[src/sv/evpc_pkg.sv]
`default_nettype none

package evpc_pkg;

	localparam int FRAC_BITS = 16;
	localparam int CHAN_W    = FRAC_BITS + 1;
	localparam int PROD_W    = 2 * CHAN_W;
	localparam int ADDR_W    = 3;
	localparam int DATA_W    = 32;

	localparam logic [CHAN_W-1:0] ONE  = CHAN_W'(1) << FRAC_BITS;
	localparam logic [CHAN_W-1:0] HALF = CHAN_W'(1) << (FRAC_BITS - 1);

	// Palette constants, rounded to the nearest step of the fraction.
	localparam logic [CHAN_W-1:0] C_0P1  = CHAN_W'((1 * (1 << FRAC_BITS) + 5) / 10);
	localparam logic [CHAN_W-1:0] C_0P3  = CHAN_W'((3 * (1 << FRAC_BITS) + 5) / 10);
	localparam logic [CHAN_W-1:0] C_0P5  = CHAN_W'((5 * (1 << FRAC_BITS) + 5) / 10);
	localparam logic [CHAN_W-1:0] C_0P55 = CHAN_W'((55 * (1 << FRAC_BITS) + 50) / 100);
	localparam logic [CHAN_W-1:0] C_0P6  = CHAN_W'((6 * (1 << FRAC_BITS) + 5) / 10);
	localparam logic [CHAN_W-1:0] C_0P7  = CHAN_W'((7 * (1 << FRAC_BITS) + 5) / 10);
	localparam logic [CHAN_W-1:0] C_0P9  = CHAN_W'((9 * (1 << FRAC_BITS) + 5) / 10);

	// Odd-power coefficients of the quarter-wave sine polynomial, Q30.
	localparam logic [30:0] CA1 = 31'd1686629713;
	localparam logic [29:0] CA3 = 30'd693598673;
	localparam logic [26:0] CA5 = 27'd85569306;
	localparam logic [22:0] CA7 = 23'd5026998;

	localparam logic REG_PALETTE_MODE = 1'b0;

	typedef enum logic [2:0] {
		PAL_SUNSET   = 3'd0,
		PAL_RAINBOW  = 3'd1,
		PAL_LEAF     = 3'd2,
		PAL_CRYSTAL  = 3'd3,
		PAL_TWILIGHT = 3'd4
	} palette_t;

	typedef enum logic [2:0] {
		SEC_RY = 3'd0,
		SEC_YG = 3'd1,
		SEC_GC = 3'd2,
		SEC_CB = 3'd3,
		SEC_BM = 3'd4,
		SEC_MR = 3'd5
	} hue_sector_t;

	typedef struct packed {
		logic s2;
		logic s3;
		logic s4;
		logic s5;
		logic s6;
	} sine_en_t;

	typedef struct packed {
		logic s8;
		logic s9;
	} hsv_en_t;

	typedef struct packed {
		palette_t             mode;
		logic                 escaped;
		logic [FRAC_BITS-1:0] frac;
	} item_tag_t;

	typedef struct packed {
		item_tag_t            tag;
		hue_sector_t          sector;
		logic [FRAC_BITS-1:0] hue_frac;
		logic [CHAN_W-1:0]    sat;
		logic [CHAN_W-1:0]    val;
	} hsv_in_t;

	// Rounded fixed-point product of two Q1.16 values.
	function automatic logic [CHAN_W-1:0] fx_mul(input logic [CHAN_W-1:0] a,
		input logic [CHAN_W-1:0] b);
		logic [PROD_W-1:0] prod;
		prod = PROD_W'(a) * PROD_W'(b) + PROD_W'(HALF);
		return prod[FRAC_BITS +: CHAN_W];
	endfunction

endpackage

`default_nettype wire

[src/sv/evpc_hsv.sv]
`default_nettype none

module evpc_hsv
	import evpc_pkg::*;
(
	input  logic              clk,
	input  hsv_en_t           en,
	input  hsv_in_t           pix,
	output logic [CHAN_W-1:0] red,
	output logic [CHAN_W-1:0] green,
	output logic [CHAN_W-1:0] blue
);

	localparam int TW_DROP = FRAC_BITS - 8;
	localparam logic [FRAC_BITS-1:0] TW_RED_MULT   = FRAC_BITS'(7);
	localparam logic [FRAC_BITS-1:0] TW_GREEN_MULT = FRAC_BITS'(5);
	localparam logic [FRAC_BITS-1:0] TW_BLUE_MULT  = FRAC_BITS'(3);

	// Fractional part of frac*k, kept to its top eight bits.
	function automatic logic [CHAN_W-1:0] twilight(input logic [FRAC_BITS-1:0] frac,
		input logic [FRAC_BITS-1:0] k);
		logic [FRAC_BITS-1:0] prod;
		prod = frac * k;
		return CHAN_W'({prod[FRAC_BITS-1:TW_DROP], {TW_DROP{1'b0}}});
	endfunction

	logic [CHAN_W-1:0] f_ext;
	logic [CHAN_W-1:0] q9, t9;
	logic [CHAN_W-1:0] r_d, g_d, b_d;

	logic [CHAN_W-1:0] sf_s8, sf1_s8, p_s8, val_s8;
	logic              gray_s8;
	hue_sector_t       sector_s8;
	item_tag_t         tag_s8;
	logic [CHAN_W-1:0] red_s9, green_s9, blue_s9;

	assign f_ext = {1'b0, pix.hue_frac};

	always_ff @(posedge clk) begin
		if (en.s8) begin
			sf_s8     <= fx_mul(pix.sat, f_ext);
			sf1_s8    <= fx_mul(pix.sat, ONE - f_ext);
			p_s8      <= fx_mul(pix.val, ONE - pix.sat);
			val_s8    <= pix.val;
			gray_s8   <= (pix.sat == '0);
			sector_s8 <= pix.sector;
			tag_s8    <= pix.tag;
		end
	end

	assign q9 = fx_mul(val_s8, ONE - sf_s8);
	assign t9 = fx_mul(val_s8, ONE - sf1_s8);

	always_comb begin
		r_d = '0;
		g_d = '0;
		b_d = '0;
		if (!tag_s8.escaped) begin
			case (tag_s8.mode)
				PAL_SUNSET, PAL_RAINBOW, PAL_LEAF, PAL_CRYSTAL: begin
					r_d = val_s8;
					g_d = val_s8;
					b_d = val_s8;
					if (!gray_s8) begin
						case (sector_s8)
							SEC_RY: begin
								g_d = t9;
								b_d = p_s8;
							end
							SEC_YG: begin
								r_d = q9;
								b_d = p_s8;
							end
							SEC_GC: begin
								r_d = p_s8;
								b_d = t9;
							end
							SEC_CB: begin
								r_d = p_s8;
								g_d = q9;
							end
							SEC_BM: begin
								r_d = t9;
								g_d = p_s8;
							end
							default: begin
								g_d = p_s8;
								b_d = q9;
							end
						endcase
					end
				end
				PAL_TWILIGHT: begin
					r_d = twilight(tag_s8.frac, TW_RED_MULT);
					g_d = twilight(tag_s8.frac, TW_GREEN_MULT);
					b_d = twilight(tag_s8.frac, TW_BLUE_MULT);
				end
				default: begin
					r_d = '0;
					g_d = '0;
					b_d = '0;
				end
			endcase
		end
	end

	always_ff @(posedge clk) begin
		if (en.s9) begin
			red_s9   <= r_d;
			green_s9 <= g_d;
			blue_s9  <= b_d;
		end
	end

	assign red   = red_s9;
	assign green = green_s9;
	assign blue  = blue_s9;

endmodule

`default_nettype wire

[config.mk]
export PLATFORM = sky130hd
export DESIGN_NAME = evpc_hsv
export DESIGN_NICKNAME = d
export VERILOG_FILES = /design/src/sv/evpc_pkg.sv /design/src/sv/evpc_hsv.sv
export SDC_FILE = /design/constraint.sdc
export NUM_CORES = 2
export LEC_CHECK = 0
export BUFFER_PORTS_ARGS = -buffer_cell sky130_fd_sc_hd__clkbuf_2
export CELL_PAD_IN_SITES_DETAIL_PLACEMENT = 1
export CELL_PAD_IN_SITES_GLOBAL_PLACEMENT = 1
export CORE_MARGIN = 4
export CORE_UTILIZATION = 45
export CTS_CLUSTER_SIZE = 10
export DETAILED_ROUTE_END_ITERATION = 12
export GPL_TIMING_DRIVEN = 0
export PLACE_DENSITY_LB_ADDON = 0.1
export RECOVER_POWER = 100
export SYNTH_ARGS = -nofsm -noshare
export SYNTH_HDL_FRONTEND = slang
export SYNTH_SLANG_ARGS = --single-unit
[constraint.sdc]
create_clock -name clk -period 9.6 [get_ports clk]
set_clock_uncertainty 0.1 [all_clocks]
set_input_delay 0.96 -clock clk [delete_from_list [all_inputs] [get_ports clk]]
set_output_delay 0.96 -clock clk [all_outputs]
set_load 0.02 [all_outputs]
==> results.yml <==
die:
  fp.dieW_um: 353.0
  row_count: 126
  die_h_um: 353.0
  coreArea_mm2: 0.1181
  dieArea_mm2: 0.1246
  initial_core_util_pct: 45.37
  io_pins: 127
synthesis:
  postSynth.asyncResetShare_pct: 0
  synth_enable_flop_cells: 143
  synth_cells: 5871
  ys_types: 75
  synth_area_leader_cell: "fa_1"
  netlist_top_cells_area: "fa_1 (42%), ha_1 (14%), inv_1 (9.4%)"
  synth_top_area_share_pct: 41.55
  synth.cell_area_mm2: 0.05357
  ys_warn_count: 0
  postSynthAreaPerCell_um2: 9.125
  syn-num-nets: 7676
  synth-seq-cells: 143
  yosysSeqAreaShare_pct: 8.016
  ys.flop_type: "edfxtp_1"
timing:
  finalCritPeriodShare_pct: 97.71
  fmax_ghz: 0.1066
  worst_slack_ns: 0.2196
  fin_tns_setup_ns: 0
  relSlewSlack_pct: -145.8
  period_needed_ns: 9.380
  maxSlewViolCount: 122
  max_slew.worst_pin.slew_ns: 3.686
  setup_viol: 0
  finalHoldViolations: 0
finish:
  n_fill_cell: 13841
  layout_common_cells: "inv_1 (1,338), fa_1 (1,112), nand2_1 (883)"
  drive_above_1_share_pct: 2.792
  syn2layout_area_growth_pct: 6.381
  layout.cells.most_common: "inv_1"
  nets: 7810
grt:
  grt.overflow.total: 0
  antenna_found_initial: 9
  grt_max_degree: 70
  met3_usage_pct: 2.660
  grt_pass1_wl_mm: 277.5
  grt_pass1_vias: 45863
  top_usage_layer: "met2"
  grt_use_met1_pct: 38.44
  track_usage_pct: 29.23
  met2_usage_pct: 49.80
setup_path:
  crit_path_end_kind: "flip-flop"
  cp_max_fo: 10
  timing.critical_path.arrival_ns: 9.51
  worstSetupPathType: "input port to flip-flop"
  crit_path_start_kind: "input port"
  cp_top_family: "adder cells"
  worst-path-buf-inv: 9
  crit_slowest_cell: "fa_1"
  required_ns: 9.73
  cpPeakStageDelay_ns: 0.55
  path_common_cell: "fa_1"
placed_design:
  io_buffers: 107
  place_congestion: 0.9323
  dpl_worst_slack_ns: -1.345
  dp_hpwl_mm: 151.3
routing:
  dr_total_vias: 41022
  wl_per_cell_um: 23.68
  ant_nets: 0
  viasPerCell: 5.430
  routed_wl_mm: 178.9
  drcViolationCount: 0
  dr.pass1.iters: 5
  drtIter0Drc: 2323
cts:
  tritoncts: "yes"
  root_buffer: "clkbuf_16"
  clock_latency_ns: 0.49
  h-tree-depth: 4
  cts_buffers: 17
  clock_path_buffers: 2
  cts.clk_slew.worst_paths_ns: 0.07
  hold_buffers: 0
  clock-sinks: 143
outcome:
  violations: "capacitance limit, slew limit"
  status: "complete, but fails checks"
job:
  cap_violations: 2
min_path:
  hp-class: "input port to flip-flop"
==> per-stage QoR <==
step | hold WS [ns] | utilization, % | instances | instance area, um2
6_report | 0.5373 | 48.26 | 7555 | 56990
5_1_grt | 0.5140 | 48.26 | 7554 | 56990
4_1_cts | 0.4827 | 48.14 | 7547 | 56840
3_5_place_dp | 0.5652 | 47.48 | 7515 | 56060
3_3_place_gp | 0.5631 | 47.45 | 7514 | 56030
2_1_floorplan | 0.5023 | - | 5871 | 53570
==> flip-flops by register name, summed over array words and instances, names as in the netlist <==
register   count
gray_s8        1
red           17
sf_s8         17
green         17
sector_s8      3
val_s8        17
tag_s8        20
p_s8          17
blue          17
sf1_s8        17
==> metal layers <==
metal	routed length (um)	up-vias
li1	-	17996
met1	75070	21494
met2	86520	1202
met3	8697	328
met4	8620	2
met5	13	-
==> final timing paths <==
check	start	to	slack [ns]	depth (start not counted)
setup / recovery	pix[35]	sf1_s8[16]	0.22	30
setup reg to reg	sf_s8[0]	blue[7]	0.26	29
hold / removal	pix[54]	tag_s8[1]	0.54	1
hold reg to reg	tag_s8[16]	blue[9]	0.58	1
==> synthesized netlist by cell type, types with 7 or more instances <==
master    number
inv_1       1338
fa_1        1112
nand2_1      884
ha_1         617
and2_1       571
clkbuf_1     274
edfxtp_1     143
xnor2_1      115
nor2_1        94
a21oi_1       86
o21ai_0       65
xor2_1        58
a21o_1        53
nor3_1        45
a221oi_1      34
o21a_1        32
and3_1        27
nand3_1       27
nand2b_1      25
o221ai_1      21
a211oi_1      19
nor2b_1       19
or3_1         18
a221o_1       16
nor4_1        14
o211ai_1      13
buf_1         12
o21bai_1      12
or2_2         12
nand4_1       10
a31oi_1        7
o22ai_1        7
==> timing repair <==
action                                 in CTS  in global routing
gates resized for setup                    45                 50
buffers inserted                            2                  9
endpoints found under the hold margin       0                  0
pin swaps                                   1                  4
setup endpoints to repair                  59                 52
==> final cells by class <==
| type | instances | area [um2] | share of cell area [%] |
|---|---|---|---|
| antenna | 1 | 2.502 | 0.004391 |
| timing repair buffer | 119 | 540.5 | 0.9484 |
| sequential | 143 | 4294 | 7.535 |
| clock buffer | 17 | 425.4 | 0.7464 |
| clock inverter | 15 | 136.4 | 0.2393 |
| inverter | 1339 | 5026 | 8.819 |
| multi-input combinational | 4102 | 43540 | 76.40 |
| tap | 1536 | 1922 | 3.372 |
| buffer | 283 | 1101 | 1.932 |
==> kinds of logic (layout without fill, tap and decap cells) <==
logic type	after synthesis	count (layout)	synth area share (%)
compound gates	425	425	5.638
xor+xnor	174	174	2.859
fa+ha+maj	1729	1729	55.96
buf+inv	1626	1773	11.39
flops	143	143	8.016
mux	1	1	0.01868
other cells	0	1	0
simple gates	1773	1773	16.11
Power is not shown: default switching activity piles up to over one toggle a cycle in this logic, so the estimate is an artifact.
