$ cat config.mk
export PLATFORM = sky130hd
export DESIGN_NAME = evpc_sine
export DESIGN_NICKNAME = d
export VERILOG_FILES = /design/src/sv/evpc_pkg.sv /design/src/sv/evpc_sine.sv
export SDC_FILE = /design/constraint.sdc
export NUM_CORES = 2
export LEC_CHECK = 0
export ABC_CLOCK_PERIOD_IN_PS = 24300
export BUFFER_PORTS_ARGS = -buffer_cell sky130_fd_sc_hd__buf_4
export CAP_MARGIN = 20
export CORE_AREA = 2 2 397 399
export DETAILED_ROUTE_END_ITERATION = 12
export DIE_AREA = 0 0 399 401
export PLACE_DENSITY = 0.54
export SYNTH_ARGS = -nofsm -noshare
export SYNTH_HDL_FRONTEND = slang
export SYNTH_SLANG_ARGS = --single-unit
$ cat constraint.sdc
create_clock -name clk -period 24.3 [get_ports clk]
set_input_delay 1.215 -clock clk [delete_from_list [all_inputs] [get_ports clk]]
set_output_delay 1.215 -clock clk [all_outputs]
set_load 0.005 [all_outputs]
$ cat src/sv/evpc_pkg.sv
`default_nettype none

package evpc_pkg;

	localparam int FRAC_BITS = 16;
	localparam int CHAN_W    = FRAC_BITS + 1;
	localparam int PROD_W    = 2 * CHAN_W;
	localparam int ADDR_W    = 3;
	localparam int DATA_W    = 32;

	localparam logic [CHAN_W-1:0] ONE  = CHAN_W'(1) << FRAC_BITS;
	localparam logic [CHAN_W-1:0] HALF = CHAN_W'(1) << (FRAC_BITS - 1);

	// Palette constants, rounded to the nearest step of the fraction.
	localparam logic [CHAN_W-1:0] C_0P1  = CHAN_W'((1 * (1 << FRAC_BITS) + 5) / 10);
	localparam logic [CHAN_W-1:0] C_0P3  = CHAN_W'((3 * (1 << FRAC_BITS) + 5) / 10);
	localparam logic [CHAN_W-1:0] C_0P5  = CHAN_W'((5 * (1 << FRAC_BITS) + 5) / 10);
	localparam logic [CHAN_W-1:0] C_0P55 = CHAN_W'((55 * (1 << FRAC_BITS) + 50) / 100);
	localparam logic [CHAN_W-1:0] C_0P6  = CHAN_W'((6 * (1 << FRAC_BITS) + 5) / 10);
	localparam logic [CHAN_W-1:0] C_0P7  = CHAN_W'((7 * (1 << FRAC_BITS) + 5) / 10);
	localparam logic [CHAN_W-1:0] C_0P9  = CHAN_W'((9 * (1 << FRAC_BITS) + 5) / 10);

	// Odd-power coefficients of the quarter-wave sine polynomial, Q30.
	localparam logic [30:0] CA1 = 31'd1686629713;
	localparam logic [29:0] CA3 = 30'd693598673;
	localparam logic [26:0] CA5 = 27'd85569306;
	localparam logic [22:0] CA7 = 23'd5026998;

	localparam logic REG_PALETTE_MODE = 1'b0;

	typedef enum logic [2:0] {
		PAL_SUNSET   = 3'd0,
		PAL_RAINBOW  = 3'd1,
		PAL_LEAF     = 3'd2,
		PAL_CRYSTAL  = 3'd3,
		PAL_TWILIGHT = 3'd4
	} palette_t;

	typedef enum logic [2:0] {
		SEC_RY = 3'd0,
		SEC_YG = 3'd1,
		SEC_GC = 3'd2,
		SEC_CB = 3'd3,
		SEC_BM = 3'd4,
		SEC_MR = 3'd5
	} hue_sector_t;

	typedef struct packed {
		logic s2;
		logic s3;
		logic s4;
		logic s5;
		logic s6;
	} sine_en_t;

	typedef struct packed {
		logic s8;
		logic s9;
	} hsv_en_t;

	typedef struct packed {
		palette_t             mode;
		logic                 escaped;
		logic [FRAC_BITS-1:0] frac;
	} item_tag_t;

	typedef struct packed {
		item_tag_t            tag;
		hue_sector_t          sector;
		logic [FRAC_BITS-1:0] hue_frac;
		logic [CHAN_W-1:0]    sat;
		logic [CHAN_W-1:0]    val;
	} hsv_in_t;

	// Rounded fixed-point product of two Q1.16 values.
	function automatic logic [CHAN_W-1:0] fx_mul(input logic [CHAN_W-1:0] a,
		input logic [CHAN_W-1:0] b);
		logic [PROD_W-1:0] prod;
		prod = PROD_W'(a) * PROD_W'(b) + PROD_W'(HALF);
		return prod[FRAC_BITS +: CHAN_W];
	endfunction

endpackage

`default_nettype wire

$ cat src/sv/evpc_sine.sv
`default_nettype none

module evpc_sine
	import evpc_pkg::*;
#(
	parameter int SINE_TABLE_BITS = 10
) (
	input  logic                     clk,
	input  sine_en_t                 en,
	input  logic [SINE_TABLE_BITS:0] index,
	output logic [CHAN_W-1:0]        mag
);

	localparam int IW        = SINE_TABLE_BITS;
	localparam int SQ_SHIFT  = 30 - 2 * IW;
	localparam int RND_SHIFT = 30 - FRAC_BITS;
	localparam int R_W       = 32 - RND_SHIFT;
	localparam logic [IW:0] QTR = (IW + 1)'(1) << IW;

	logic [2*IW-1:0] sq;
	logic [52:0]     p3;
	logic [56:0]     p4;
	logic [59:0]     p5;
	logic [IW+30:0]  p6;
	logic [31:0]     rnd;
	logic [R_W-1:0]  r6;

	logic [IW-1:0] i_lo_s2, i_lo_s3, i_lo_s4, i_lo_s5;
	logic          full_s2, full_s3, full_s4, full_s5;
	logic [29:0]   x2_s2, x2_s3, x2_s4;
	logic [26:0]   t1_s3;
	logic [29:0]   t2_s4;
	logic [30:0]   t3_s5;
	logic [CHAN_W-1:0] mag_s6;

	// x^2 in Q30 is the squared index shifted up, with no bits lost.
	assign sq  = (2 * IW)'(index[IW-1:0]) * (2 * IW)'(index[IW-1:0]);
	assign p3  = 53'(x2_s2) * 53'(CA7);
	assign p4  = 57'(x2_s3) * 57'(t1_s3);
	assign p5  = 60'(x2_s4) * 60'(t2_s4);
	assign p6  = (IW + 31)'(i_lo_s5) * (IW + 31)'(t3_s5);
	assign rnd = 32'(p6[IW +: 31]) + (32'(1) << (RND_SHIFT - 1));
	assign r6  = rnd[RND_SHIFT +: R_W];

	always_ff @(posedge clk) begin
		if (en.s2) begin
			i_lo_s2 <= index[IW-1:0];
			full_s2 <= (index == QTR);
			x2_s2   <= {sq, {SQ_SHIFT{1'b0}}};
		end
		if (en.s3) begin
			i_lo_s3 <= i_lo_s2;
			full_s3 <= full_s2;
			x2_s3   <= x2_s2;
			t1_s3   <= CA5 - 27'(p3[52:30]);
		end
		if (en.s4) begin
			i_lo_s4 <= i_lo_s3;
			full_s4 <= full_s3;
			x2_s4   <= x2_s3;
			t2_s4   <= CA3 - 30'(p4[56:30]);
		end
		if (en.s5) begin
			i_lo_s5 <= i_lo_s4;
			full_s5 <= full_s4;
			t3_s5   <= CA1 - 31'(p5[59:30]);
		end
		if (en.s6) begin
			if (full_s5 || r6 > R_W'(ONE)) begin
				mag_s6 <= ONE;
			end else begin
				mag_s6 <= r6[CHAN_W-1:0];
			end
		end
	end

	assign mag = mag_s6;

endmodule

`default_nettype wire

==> results.cfg <==
[placed_design]
gp_congestion = 0.883
io_buffers = 33
dp_hpwl_um = 124000

[detailed_routing]
wirelength_um = 160000
wl_per_cell_um = 18.8
drc = 0
drt_pass1_iterations = 5
antenna_left = 0
dr_total_vias = 43200
drt_iter0_drc = 2647
routed_via_density = 5.08

[finish]
multiInputGateArea_sq_um = 49400
drive_gt1_frac = 0.0323
fillers = 15300
nNetsFinal = 8416
syn_to_final_growth_pct = 4.96
register_area_sq_um = 5980

[global_routing]
grt_pass1_vias = 46700
grt_pass1_wl_um = 262000
met1_usage = 0.292
grt_overflow = 0
grt_max_degree = 58
grt_util_met2 = 0.349
antenna_found_initial = 7
busiest_layer = met2
gr-usage-all-layers = 0.209
grt_use_met3 = 0.0222

[timing]
setup_viol = 0
finalClockSkew_ps = 25.9
fin_crit_sh = 0.385
worst_pin_slew_ps = 1180
fin_setup_tns_ps = 0
final_max_slew_viol_count = 0
fmax_mhz = 107
rsz0062_at_grt = no
min_period_ps = 9350
max-slew-margin-rel = 0.217
hold_viol = 0

[synth]
ys_types = 110
syn_area_per_cell_sq_um = 9.44
synthTopCellsByArea = fa_1 (41%), ha_1 (14%), edfxtp_1 (9.7%)
synth-async-reset-ratio = 0
synth.top_cell.area_share = 0.412
seq_area_frac_synth = 0.0965
ys.flop_type = edfxtp_1
netlist.top_cell.by_area = fa_1
synth_area_sq_um = 61900
ys_seq_elements = 199
syn_inst = 6559
synth_edf_count = 199
yosysWarnings = 0

[critical_path]
r2r_start = t1_s3[10]
cp.required_ps = 24550
path_class = register to register
rrSetupSlack_ps = 14950
end_kind = register
cp_common_cell = fa_1
ff2ff_path_depth = 24
arrival_ps = 9600
crit_fanout = 19
crit_path_cell_trace = nand2_1 -> fa_1 -> fa_1 -> fa_1 -> fa_1 -> inv_1 -> fa_1 -> fa_1 -> inv_1 -> fa_1 -> inv_1 -> ha_1 -> nand4_1 -> nor2_1 -> o211ai_1 -> a31o_2 -> a211oi_1 -> a211oi_1 -> a311oi_1 -> o31ai_1 -> a21boi_0 -> o21a_1 -> nand2b_1 -> a311oi_1
start_kind = register
crit_path_top_delay_cell = edfxtp_1
cp_slowest_stage_delay_ps = 1100
reg2reg_to = t2_s4[25]

[clocking]
htree_levels = 4
postCtsHoldBufs = 0
clock_latency_ps = 540
cts.repair.resized = 0
cts-root-buf = clkbuf_16
cts.sink_count = 199
clk_pin_slew_worst_paths_ps = 90
cts_tree = built
cts_setup_buffers = 0
cts_max_path_buffers = 2
cts_buffers = 17

[hold_path]
hold_end = i_lo_s4[5]
min-delay-start = i_lo_s3[5]
hold_path.class = register to register
min_delay_path_depth = 0

[die]
num_rows = 145
start_util = 0.398
fp.dieH_um = 401
fp.dieW_um = 399
io_pins = 34
core-area_sq_um = 156000
die_area_sq_um = 160000

[outcome]
status = complete, no violations

[flow_run]
cap_violations = 0
## worst max-delay path by stage
stage           endpoint       from  depth (start not counted)
6_report       t2_s4[25]  t1_s3[10]                         24
2_1_floorplan  t3_s5[28]  x2_s4[15]                         28
3_3_place_gp   t2_s4[23]  x2_s3[20]                         25
5_1_grt        t2_s4[23]  t1_s3[10]                         24
3_5_place_dp   t2_s4[25]  t1_s3[10]                         28
4_1_cts        t2_s4[25]  t1_s3[10]                         24
## through the flow
step,cells,area (sq um),hold slack (ps),util,worst slack [ps]
after global placement,8456,64200,401,0.412,15190
after floorplan,6568,61900,400,-,16550
final,8493,65000,421,0.417,14950
after global routing,8493,65000,430,0.417,14480
after CTS,8489,64900,426,0.417,15020
after detailed placement,8457,64200,405,0.413,15080
## cells by family after synthesis
group                    after synthesis  synth area share
buffers and inverters               1730             0.105
other                                  1         0.0000606
XOR/XNOR                             172            0.0247
adder cells (fa/ha/maj)             1978             0.554
multiplexers                          12           0.00222
AO/OA/AOI/OAI                        539            0.0598
flip-flops                           199            0.0965
AND/OR/NAND/NOR                     1928             0.157
## metal layers
metal | routed length, um | share of wire | vias to the layer above
li1 | - | - | 19800
met3 | 7120 | 0.045 | 172
met1 | 72700 | 0.46 | 22300
met5 | 15 | 0.000094 | -
met2 | 76700 | 0.48 | 984
met4 | 2960 | 0.019 | 4
## worst max-delay path: cells and delay by family, from the launching register on
kind / cells / cell delay (ps)
flops: 1 / 1100
fa+ha+maj: 8 / 3980
simple gates: 4 / 930
compound gates: 9 / 2900
buf+inv: 3 / 140
## layout by cell type (no fill, tap or decap), drive strengths merged, types with 8 or more instances in the layout
| master | netlist | layout |
|---|---|---|
| and2 | 649 | 649 |
| buf | 10 | 100 |
| nand4 | 35 | 35 |
| a22oi | 8 | 8 |
| or2 | 12 | 12 |
| nand2 | 860 | 860 |
| nor2 | 112 | 112 |
| o21ai | 96 | 96 |
| a21o | 58 | 58 |
| conb | 1 | 10 |
| nor3 | 44 | 44 |
| xor2 | 67 | 67 |
| nand3b | 11 | 11 |
| and3 | 23 | 23 |
| nor4 | 19 | 19 |
| a31oi | 23 | 23 |
| a21oi | 147 | 147 |
| nand3 | 61 | 61 |
| ha | 704 | 704 |
| a41oi | 8 | 8 |
| a21boi | 13 | 13 |
| fa | 1274 | 1274 |
| o211ai | 26 | 26 |
| edfxtp | 199 | 199 |
| or3 | 23 | 23 |
| nand2b | 15 | 15 |
| a211oi | 26 | 26 |
| nor2b | 19 | 19 |
| and4 | 18 | 18 |
| o21bai | 24 | 24 |
| o21a | 22 | 22 |
| xnor2 | 105 | 105 |
| o31ai | 10 | 10 |
| inv | 1464 | 1471 |
| clkbuf | 256 | 17 |
| a211o | 8 | 8 |
## sequential cells by signal, summed over array words and instances, names as in the netlist, 10 cells and up
signal	flops
t2_s4	28
i_lo_s5	10
x2_s3	18
x2_s4	18
i_lo_s4	10
x2_s2	18
mag	17
i_lo_s3	10
t1_s3	25
t3_s5	31
i_lo_s2	10
## layout make-up
type	count	share of cell area
Antenna cell	1	0.0000385
Clock buffer	17	0.00655
Multi-Input combinational cell	4639	0.761
Inverter	1464	0.0846
Tap cell	2058	0.0396
Timing Repair Buffer	100	0.0128
Sequential cell	199	0.0920
Clock inverter	15	0.00335
## synthesized netlist by cell type (all sizes together) (8+ instances only)
library cell	instances
inv	1464
or2	12
a41oi	8
fa	1274
nand4	35
nand3b	11
a21oi	147
nand2b	15
o21bai	24
nand2	860
a211oi	26
buf	10
and4	18
o211ai	26
a22oi	8
a21o	58
and2	649
nor3	44
a211o	8
ha	704
and3	23
nand3	61
edfxtp	199
a31oi	23
o21a	22
a21boi	13
clkbuf	256
nor4	19
nor2	112
or3	23
nor2b	19
xor2	67
o31ai	10
o21ai	96
xnor2	105
Power is left out: the tool's default activity adds up to more than one toggle a clock period on the data nets, which glitch-free logic cannot reach.
